[src/hw/rtl/dbf_pkg.sv]
// Shared types and constants for the deblocking edge line filter.
// Used by dbf_strength, dbf_smooth and deblock_edge_line_filter_core; no dependencies.
package dbf_pkg;

    localparam int SAMPLE_W = 10;
    localparam int ALPHA_W  = 9;
    localparam int BETA_W   = 7;
    localparam int SUM_W    = 16;

    localparam int S_TDATA_W = 80;
    localparam int S_TUSER_W = 2;
    localparam int M_TDATA_W = 64;

    typedef logic [SAMPLE_W-1:0] sample_t;
    typedef logic [ALPHA_W-1:0]  alpha_t;
    typedef logic [BETA_W-1:0]   beta_t;
    typedef logic [SUM_W-1:0]    wsum_t;

    typedef struct packed {
        sample_t l2;
        sample_t l1;
        sample_t l0;
        sample_t r0;
        sample_t r1;
        sample_t r2;
    } line_t;

    typedef struct packed {
        line_t  px;
        alpha_t alpha;
        beta_t  beta;
        logic   chroma;
        logic   enable;
    } edge_item_t;

    typedef enum logic [2:0] {
        STR_NONE,
        STR_WEAK,
        STR_MID,
        STR_STRONG,
        STR_FULL
    } strength_t;

    function automatic sample_t abs_diff(input sample_t a, input sample_t b);
        abs_diff = (a > b) ? (a - b) : (b - a);
    endfunction

endpackage

[src/hw/rtl/dbf_strength.sv]
// Edge decision: measures side flatness and picks the filter strength for one line.
// Depends on dbf_pkg.
module dbf_strength (
    input  dbf_pkg::edge_item_t item,
    output dbf_pkg::strength_t  strength
);
    import dbf_pkg::*;

    sample_t   step;
    sample_t   beta_x;
    logic      active;
    logic      both_flat;
    logic [1:0] fl;
    logic [1:0] fr;
    logic [2:0] flat_sum;
    strength_t base;

    assign step   = abs_diff(item.px.r0, item.px.l0);
    assign beta_x = SAMPLE_W'(item.beta);
    assign active = item.enable && (step < SAMPLE_W'(item.alpha)) && (step > SAMPLE_W'(1));

    assign both_flat = (item.px.r1 == item.px.r0) && (item.px.l0 == item.px.l1);

    assign fl = {abs_diff(item.px.l1, item.px.l0) < beta_x,
                 abs_diff(item.px.l2, item.px.l0) < beta_x};
    assign fr = {abs_diff(item.px.r0, item.px.r1) < beta_x,
                 abs_diff(item.px.r0, item.px.r2) < beta_x};
    assign flat_sum = {1'b0, fl} + {1'b0, fr};

    always_comb
    begin
        case (flat_sum)
            3'd6:    base = both_flat ? STR_FULL : STR_STRONG;
            3'd5:    base = both_flat ? STR_STRONG : STR_MID;
            3'd4:    base = (fl == 2'd2) ? STR_MID : STR_WEAK;
            3'd3:    base = (abs_diff(item.px.l1, item.px.r1) < beta_x) ? STR_WEAK : STR_NONE;
            default: base = STR_NONE;
        endcase
    end

    always_comb
    begin
        if (!active)
        begin
            strength = STR_NONE;
        end
        else if (!item.chroma)
        begin
            strength = base;
        end
        else
        begin
            case (base)
                STR_FULL:   strength = STR_STRONG;
                STR_STRONG: strength = STR_MID;
                STR_MID:    strength = STR_WEAK;
                default:    strength = STR_NONE;
            endcase
        end
    end

endmodule

[src/hw/rtl/dbf_smooth.sv]
// Sample smoothing: rounded weighted sums across the edge, selected by strength.
// Depends on dbf_pkg.
module dbf_smooth (
    input  dbf_pkg::line_t     px,
    input  dbf_pkg::strength_t strength,
    output dbf_pkg::line_t     result
);
    import dbf_pkg::*;

    wsum_t l2, l1, l0, r0, r1, r2;
    wsum_t f4_l0, f4_l1, f4_l2, f4_r0, f4_r1, f4_r2;
    wsum_t f3_l0, f3_l1, f3_r0, f3_r1;
    wsum_t f2_l0, f2_r0;
    wsum_t f1_l0, f1_r0;

    assign l2 = SUM_W'(px.l2);
    assign l1 = SUM_W'(px.l1);
    assign l0 = SUM_W'(px.l0);
    assign r0 = SUM_W'(px.r0);
    assign r1 = SUM_W'(px.r1);
    assign r2 = SUM_W'(px.r2);

    assign f4_l0 = 16'd9 * l0 + 16'd9 * l2 + 16'd8 * r0 + 16'd6 * r2 + 16'd16;
    assign f4_l1 = 16'd7 * l0 + 16'd6 * l2 + 16'd3 * r0 + 16'd8;
    assign f4_l2 = 16'd4 * l0 + 16'd3 * l2 + r0 + 16'd4;
    assign f4_r0 = 16'd9 * r0 + 16'd9 * r2 + 16'd8 * l0 + 16'd6 * l2 + 16'd16;
    assign f4_r1 = 16'd7 * r0 + 16'd6 * r2 + 16'd3 * l0 + 16'd8;
    assign f4_r2 = 16'd4 * r0 + 16'd3 * r2 + l0 + 16'd4;

    assign f3_l0 = l2 + 16'd4 * l1 + 16'd6 * l0 + 16'd4 * r0 + r1 + 16'd8;
    assign f3_r0 = l1 + 16'd4 * l0 + 16'd6 * r0 + 16'd4 * r1 + r2 + 16'd8;
    assign f3_l1 = 16'd3 * l2 + 16'd8 * l1 + 16'd4 * l0 + r0 + 16'd8;
    assign f3_r1 = 16'd3 * r2 + 16'd8 * r1 + 16'd4 * r0 + l0 + 16'd8;

    assign f2_l0 = 16'd3 * l1 + 16'd10 * l0 + 16'd3 * r0 + 16'd8;
    assign f2_r0 = 16'd3 * l0 + 16'd10 * r0 + 16'd3 * r1 + 16'd8;

    assign f1_l0 = 16'd3 * l0 + r0 + 16'd2;
    assign f1_r0 = 16'd3 * r0 + l0 + 16'd2;

    always_comb
    begin
        result = px;
        case (strength)
            STR_FULL:
            begin
                result.l0 = f4_l0[14:5];
                result.l1 = f4_l1[13:4];
                result.l2 = f4_l2[12:3];
                result.r0 = f4_r0[14:5];
                result.r1 = f4_r1[13:4];
                result.r2 = f4_r2[12:3];
            end
            STR_STRONG:
            begin
                result.l0 = f3_l0[13:4];
                result.r0 = f3_r0[13:4];
                result.l1 = f3_l1[13:4];
                result.r1 = f3_r1[13:4];
            end
            STR_MID:
            begin
                result.l0 = f2_l0[13:4];
                result.r0 = f2_r0[13:4];
            end
            STR_WEAK:
            begin
                result.l0 = f1_l0[11:2];
                result.r0 = f1_r0[11:2];
            end
            default:
            begin
                result = px;
            end
        endcase
    end

endmodule

[src/hw/rtl/deblock_edge_line_filter_core.sv]
// Top level of the deblocking edge line filter: input register, decision, smoothing,
// result register.
// Depends on dbf_pkg, dbf_strength and dbf_smooth.
//
// Usage:
//   s_* channel takes one line of six samples across a block edge per transfer.
//     s_tdata carries the samples and the alpha and beta thresholds.
//     s_tuser carries the chroma and enable flags.
//   m_* channel gives the six filtered samples of that line, one transfer per line.
// Pipeline: a line passes the input register, then the result register, with the
//   strength decision and the weighted sums between them; m_tvalid rises once the
//   line is in the result register.
// Throughput: one line per cycle; lines are independent, so a new transfer is
//   taken every cycle while the output side accepts.
// Reset: rst_n clears both valid flags; the pipeline comes up empty.
// Stall: when m_tready is low a full result register holds, the input register
//   holds once full, and s_tready drops only when both stages hold data.
module deblock_edge_line_filter_core (
    input  logic                          clk,
    input  logic                          rst_n,
    input  logic                          s_tvalid,
    output logic                          s_tready,
    // left_far, left_mid, left_near, right_near, right_mid, right_far, alpha_limit, beta_limit
    input  logic [dbf_pkg::S_TDATA_W-1:0] s_tdata,
    // is_chroma, edge_enable
    input  logic [dbf_pkg::S_TUSER_W-1:0] s_tuser,
    output logic                          m_tvalid,
    input  logic                          m_tready,
    // out_left_far, out_left_mid, out_left_near, out_right_near, out_right_mid, out_right_far
    output logic [dbf_pkg::M_TDATA_W-1:0] m_tdata
);
    import dbf_pkg::*;

    edge_item_t in_item;
    edge_item_t in_reg;
    logic       in_valid_reg;
    logic       in_valid_next;
    line_t      out_reg;
    logic       out_valid_reg;
    logic       out_valid_next;
    logic       advance;
    logic       s_fire;
    strength_t  strength;
    line_t      filtered;

    assign in_item.px.l2  = s_tdata[9:0];
    assign in_item.px.l1  = s_tdata[19:10];
    assign in_item.px.l0  = s_tdata[29:20];
    assign in_item.px.r0  = s_tdata[39:30];
    assign in_item.px.r1  = s_tdata[49:40];
    assign in_item.px.r2  = s_tdata[59:50];
    assign in_item.alpha  = s_tdata[68:60];
    assign in_item.beta   = s_tdata[75:69];
    assign in_item.chroma = s_tuser[0];
    assign in_item.enable = s_tuser[1];

    assign advance  = !out_valid_reg || m_tready;
    assign s_tready = !in_valid_reg || advance;
    assign s_fire   = s_tvalid && s_tready;

    assign in_valid_next  = s_fire ? 1'b1 : (advance ? 1'b0 : in_valid_reg);
    assign out_valid_next = advance ? in_valid_reg : out_valid_reg;

    dbf_strength u_strength (
        .item     (in_reg),
        .strength (strength)
    );

    dbf_smooth u_smooth (
        .px       (in_reg.px),
        .strength (strength),
        .result   (filtered)
    );

    always_ff @(posedge clk or negedge rst_n)
    begin
        if (!rst_n)
        begin
            in_valid_reg  <= 1'b0;
            out_valid_reg <= 1'b0;
        end
        else
        begin
            in_valid_reg  <= in_valid_next;
            out_valid_reg <= out_valid_next;
        end
    end

    always_ff @(posedge clk)
    begin
        if (s_fire)
        begin
            in_reg <= in_item;
        end
        if (advance && in_valid_reg)
        begin
            out_reg <= filtered;
        end
    end

    assign m_tvalid = out_valid_reg;
    assign m_tdata  = {4'b0000, out_reg.r2, out_reg.r1, out_reg.r0,
                       out_reg.l0, out_reg.l1, out_reg.l2};

endmodule

[config.mk]
export PLATFORM = sky130hd
export DESIGN_NAME = deblock_edge_line_filter_core
export DESIGN_NICKNAME = d
export VERILOG_FILES = /design/src/hw/rtl/dbf_pkg.sv /design/src/hw/rtl/dbf_strength.sv /design/src/hw/rtl/dbf_smooth.sv /design/src/hw/rtl/deblock_edge_line_filter_core.sv
export SDC_FILE = /design/constraint.sdc
export NUM_CORES = 2
export LEC_CHECK = 0
export ABC_AREA = 1
export BUFFER_PORTS_ARGS = -buffer_cell sky130_fd_sc_hd__buf_2
export CAP_MARGIN = 5
export CORE_MARGIN = 2
export CORE_UTILIZATION = 45
export CTS_BUF_LIST = sky130_fd_sc_hd__clkbuf_16
export CTS_CLUSTER_SIZE = 20
export DETAILED_ROUTE_END_ITERATION = 12
export SYNTH_ARGS = -nofsm -noshare
export SYNTH_HDL_FRONTEND = slang
export SYNTH_SLANG_ARGS = --single-unit
[constraint.sdc]
create_clock -name clk -period 6.5 [get_ports clk]
set_clock_uncertainty 0.1 [all_clocks]
set_input_delay 0.65 -clock clk [delete_from_list [all_inputs] [get_ports clk]]
set_output_delay 0.65 -clock clk [all_outputs]
set_load 0.01 [all_outputs]
Word level (Yosys, flattened, before mapping)
Index checks and enable logic that the tools add are counted.

Bits in registers: 140. Input port bits: 86. Word-level logic and storage cells: 155.

Add/subtract/negate cells: 61. $mul: 18. Magnitude comparators: 13. Eq/ne operators: 14. Multiplexer cells: 21. Reduce and logical (&&, ||, !) cells: 10.

Operators with widths (number): 14-bit adder (10); 2-bit by 10-bit multiplier with 12-bit output (first input constant) (10); 10-bit subtractor (12); 14-bit by 4-bit adder with 14-bit output (second input constant) (8); 10-bit two-way mux (8); 20-bit one-hot mux with 4 select lines (1); 10-bit > comparator (6); 14-bit by 10-bit adder with 14-bit output (4); 14-bit by 12-bit adder with 14-bit output (4); 4-bit by 10-bit multiplier with 14-bit output (first input constant) (4); 3-bit by 10-bit multiplier with 13-bit output (first input constant) (4); 10-bit by 7-bit < comparator with 1-bit output (5); 15-bit by 13-bit adder with 15-bit output (3); 15-bit adder (3); 10-bit one-hot mux with 2 select lines (2); 15-bit by 5-bit adder with 15-bit output (second input constant) (2); 14-bit by 13-bit adder with 14-bit output (2); 10-bit by 12-bit adder with 13-bit output (2); 12-bit by 13-bit adder with 13-bit output (2); 13-bit by 10-bit adder with 13-bit output (2); 13-bit by 3-bit adder with 13-bit output (second input constant) (2); 12-bit by 10-bit adder with 12-bit output (2); 12-bit by 2-bit adder with 12-bit output (second input constant) (2); 10-bit == test (2); 16 further kinds (35).

Longest topological paths before layout
Depth after elaboration: 12. Mapped depth: 41.

Hierarchy
Synthesis repeated with hierarchy kept, for this count alone.

Cells, all modules: 4358. Area total of the unflattened synthesis: 32467.4 um^2.

Modules (own cells, without submodules): dbf_smooth (instances 1, cells an instance 3023, area an instance 21319.2 um^2, sequential area each 0.0 um^2); dbf_strength (instances 1, cells an instance 1180, area an instance 6875.3 um^2, sequential area each 0.0 um^2); deblock_edge_line_filter_core (instances 1, cells an instance 155, area an instance 4272.8 um^2, sequential area each 4194.0 um^2).

Least setup slack after synthesis
OpenSTA, ideal clock, no wires.

Path type: register to register. Start: register in_reg[38] (netlist name). End: register out_reg, in the netlist m_tdata[49] (data pin). Setup time: 265 ps. Data arrival time: 5835 ps. Required time: 6135 ps. Path slack: 300 ps. Stages on the path, launching flop included: 38. Buffers on the path: 1. Period minus slack after synthesis: 6200 ps. Cell sequence: edfxtp_1 -> inv_1 -> ha_1 -> inv_1 -> fa_1 -> inv_1 -> nor2_1 -> nor2_1 -> nor2_1 -> nor3_1 -> nor2_1 -> nor2_1 -> nand2_1 -> nand2_1 -> inv_1 -> o21ai_0 -> xor2_1 -> inv_1 -> [2 not listed] -> nor2_1 -> a211oi_1 -> nor2_1 -> nor3_1 -> ha_1 -> inv_1 -> fa_1 -> nor3_1 -> a22oi_2 -> nor2_1 -> inv_1 -> nand3_1 -> nand2_1 -> nor2_2 -> nand3_1 -> buf_2 -> nand3_1 -> o211ai_1.

RTL lines: start: declaration (line deblock_edge_line_filter_core.sv:35) `edge_item_t in_reg;`; start signal: assignment (line deblock_edge_line_filter_core.sv:93) `in_reg <= in_item;`; end signal: assignment (line deblock_edge_line_filter_core.sv:97) `out_reg <= filtered;`; end: declaration (line deblock_edge_line_filter_core.sv:38) `line_t out_reg;`.

==> qor_table.md <==
| Parameter | Reported |
| --- | --- |
| Instance area after placement | 33200 um^2 |
| Buffer levels on the longest clock path | 2 |
| Number of rows created at floorplan | 95 |
| Final number of max-transition violations | 0 |
| Residual DRC | 0 |
| Power share of the combinational group | 0.831 |
| Final setup violating endpoints | 0 |
| DIE WIDTH | 264 um |
| Remaining max-slew budget at the tightest pin | 0.338 |
| Cell Area, Synth | 30300 um^2 |
| Switching fraction of total power | 0.534 |
| Power density over cell area | 415 nW/um^2 |
| Max cap viols | 0 |
| Area of the core | 66900 um^2 |
| Mean Syn Cell Area | 8.02 um^2 |
| Input/output buffers | 143 |
| Fillers | 6491 |
| Register share of total power | 0.083 |
| Class of the tightest hold or removal check | input pin to flop |
| Library cell contributing the largest single delay on the critical path | sky130_fd_sc_hd__fa_1 |
| Top cell type by total area after synthesis | sky130_fd_sc_hd__ha_1 |
| Critical path arrival | 6.46 ns |
| Syn. warnings | 0 |
| Final std cells w/o fill | 4952 |
| Average detailed-routed wire length per instance | 22.4 um |
| Clock group share of total power | 0.086 |
| Via count of the first global-routing pass | 25200 |
| Worst-case hold path end point | in_reg[10]$_DFFE_PP_ |
| Die Area | 69400 um^2 |
| Wire length of the first global-routing pass | 161 mm |
| Final HPWL from detailed placement | 88.5 mm |
| Layout Utilization | 0.510 |
| Actual transition at the worst max-transition pin | 0.993 ns |
| Maximum number of pins on one net before global-route repair | 61 |
| Via density | 5.38 |
| Mapped Cells | 3779 |
| Kind of start point of the critical path | flop |
| Crit share post-route | 0.970 |
| Worst reg2reg setup slack | 0.19 ns |
| Cell internal power dissipation | 6.60 mW |
| Clock tree from TritonCTS | built |
| Number of placed instances with taps included | 4911 |
| Clock net sink count | 140 |
| Status | complete, no violations |
| Hold Crit Depth | 1 |
| Number of synthesized register bits | 140 |
| Clock period minus worst slack | 6.31 ns |
| RR Endpoint | m_tdata[21]$_DFFE_PP_ |
| Routed Antenna Nets | 0 |
| DIE HEIGHT | 264 um |
| Reg2reg path depth | 39 |
| Number of buffers inserted during clock tree synthesis | 17 |
| Final hold violation count | 0 |
| Fin area | 34100 um^2 |
| Number of detailed-routing iterations run before antenna repair | 6 |
| Sum Neg Setup Slack | 0 ns |
| Later-pin clock latency in the skew report | 0.51 ns |
| Gpl congestion | 0.969 |
| Number of flip-flops under the largest register name | 78 |
| Routed vias | 26600 |
| Share of synthesized area occupied by flip-flops and latches | 0.138 |
| Crit Reg-Reg Startpoint | in_reg[38]$_DFFE_PP_ |
| Clock-pin slew on the worst setup and hold paths | 0.09 ns |
| Starting density of the core | 0.453 |
| Switching power of the nets | 7.57 mW |
| Worst min-delay path startpoint | s_tdata[61] |
| Top FF cell, synth | sky130_fd_sc_hd__edfxtp_1 |
| Number of nets at the end of the flow | 5017 |
| Async set-reset flop share out of synthesis | 0.0143 |
| Synth top area cells | sky130_fd_sc_hd__ha_1, sky130_fd_sc_hd__fa_1, sky130_fd_sc_hd__edfxtp_1 |
| Maximum vdd drop | 0.275 mV |
| Layout overhead on the synthesized area | 12.6% |
| Initial antenna violation count | 2 |
| EDFF count, synth | 138 |
| Overflow after GRT | 0 |
| Reported leakage power | 18.2 nW |
| Cell chosen for the clock root | sky130_fd_sc_hd__clkbuf_16 |
| Classification of the worst setup path | flop to flop |
| IO Count | 152 |
| Netlist cell types | 54 |
| Post-Route WL | 111 mm |
| Number of DRC markers in iteration 0 | 2400 |
| Crit path max fanout | 11 |
| Synth top area share | 0.260 |
| Data required time of the worst path | 6.65 ns |
| Top achievable clock speed | 159 MHz |
| GRT Resource Usage Total | 0.319 |
| Cell repeated most along the worst path | sky130_fd_sc_hd__nor2_1 |
| H-tree depth reported by CTS | 4 |
| Fraction of final layout cells sized beyond drive strength 1 | 0.106 |
| Stage delay of the slowest cell on the critical path | 0.58 ns |
| Setup crit end kind | flop |
stage by stage:
step | power [mW] | setup slack [ns] | hold slack [ns]
2_1_floorplan | 9.57 | 0.300 | 0.254
3_3_place_gp | 12.7 | -0.0203 | 0.336
3_5_place_dp | 12.8 | -0.0453 | 0.337
4_1_cts | 14.1 | 0.0110 | 0.195
5_1_grt | 15.7 | -0.0592 | 0.208
6_report | 14.2 | 0.194 | 0.213
worst max-delay path by stage:
stage / slack, ns / depth (start not counted) / endpoint / startpoint
detailed placement: -0.05 / 39 / m_tdata[44]$_DFFE_PP_ / in_reg[38]$_DFFE_PP_
global route: -0.06 / 39 / m_tdata[22]$_DFFE_PP_ / in_reg[38]$_DFFE_PP_
CTS: 0.01 / 39 / m_tdata[24]$_DFFE_PP_ / in_reg[38]$_DFFE_PP_
global placement: -0.02 / 39 / m_tdata[44]$_DFFE_PP_ / in_reg[38]$_DFFE_PP_
finish: 0.19 / 39 / m_tdata[21]$_DFFE_PP_ / in_reg[38]$_DFFE_PP_
floorplan: 0.30 / 37 / m_tdata[49]$_DFFE_PP_ / in_reg[38]$_DFFE_PP_
layer usage:
metal,track usage,wire (um),up-vias
met2,0.504,49400,955
met5,0,0,-
met1,0.423,47500,12500
met4,0.149,5960,0
li1,-,-,13000
met3,0.0573,8280,242
cells in the final DEF (no fill, tap or decap), types with 8 or more instances in the layout:
cell                        Yosys  layout
sky130_fd_sc_hd__inv_1        727     723
sky130_fd_sc_hd__nand2_1      632     628
sky130_fd_sc_hd__ha_1         631     625
sky130_fd_sc_hd__a21oi_1      285     283
sky130_fd_sc_hd__fa_1         235     234
sky130_fd_sc_hd__nand3_1      199     198
sky130_fd_sc_hd__nor2_1       179     178
sky130_fd_sc_hd__xor2_1       171     170
sky130_fd_sc_hd__buf_4          6     156
sky130_fd_sc_hd__buf_2         28     143
sky130_fd_sc_hd__edfxtp_1     138     138
sky130_fd_sc_hd__o21ai_0      122     121
sky130_fd_sc_hd__xnor2_1       90      90
sky130_fd_sc_hd__nand4_1       82      82
sky130_fd_sc_hd__o21bai_1      47      47
sky130_fd_sc_hd__or2_2         32      32
sky130_fd_sc_hd__clkbuf_16      0      20
sky130_fd_sc_hd__inv_2         17      18
sky130_fd_sc_hd__a21o_1        18      18
sky130_fd_sc_hd__o211ai_1      15      15
sky130_fd_sc_hd__nor3_1        15      13
sky130_fd_sc_hd__nand3b_1      10      10
sky130_fd_sc_hd__a221oi_1       8       8
sky130_fd_sc_hd__a31oi_1        8       8
layout make-up:
type | count | area [um^2] | share of cell area
Sequential cell | 140 | 4190 | 0.123
Clock buffer | 17 | 425 | 0.0125
Timing Repair Buffer | 312 | 2130 | 0.0625
Clock inverter | 15 | 259 | 0.00759
Inverter | 744 | 2800 | 0.0822
Tap cell | 873 | 1090 | 0.0320
Multi-Input combinational cell | 2850 | 23200 | 0.680
Antenna cell | 1 | 2.50 | 0.0000733
synthesized netlist by cell type (all sizes together) (3+ instances only):
cell type	n
a211oi	8
a21o	18
a21oi	286
a221oi	8
a31oi	8
buf	35
clkbuf	13
edfxtp	138
fa	235
ha	631
inv	744
mux2i	5
nand2	636
nand3	200
nand3b	10
nand4	82
nor2	181
nor3	16
o211ai	15
o21a	5
o21ai	128
o21bai	48
o221ai	6
o22ai	3
o31ai	7
or2	32
xnor2	90
xor2	171
worst max-delay path: cells and delay by family, from the launching register on:
| family | cells | cell delay [ns] |
|---|---|---|
| flops | 1 | 0.41 |
| compound gates | 4 | 0.75 |
| buf+inv | 8 | 0.85 |
| mux | 1 | 0.28 |
| fa+ha+maj | 5 | 1.52 |
| xor+xnor | 1 | 0.17 |
| simple gates | 20 | 1.99 |
kinds of logic (layout without fill, tap and decap cells):
kind of cell / Yosys count / in the layout / synth area share
DFF: 140 / 140 / 0.138
buffers and inverters: 792 / 1088 / 0.100
xor gates and xnor gates: 261 / 261 / 0.0754
AOI/OAI and AO/OA: 549 / 549 / 0.103
muxes: 6 / 6 / 0.00202
adders and majority gates: 866 / 866 / 0.416
other: 1 / 5 / 0.000124
and+or+nand+nor: 1164 / 1164 / 0.165
power groups by stage:
stage,Combinational [mW],Clock (mW),Sequential (mW)
floorplan,8.32,0,1.25
global placement,11.5,0,1.19
detailed placement,11.6,0,1.19
CTS,11.7,1.25,1.17
global route,13.3,1.28,1.17
finish,11.8,1.22,1.17
what timing repair did:
item	4_1_cts	5_1_grt
hold endpoints to repair	2	0
hold buffers	1	0
cloned	0	3
endpoints found under the setup margin	10	58
resized for setup	1	29
pin swaps	0	13
setup buffers	0	5
Note: power is estimated with default switching activity, not from simulation.
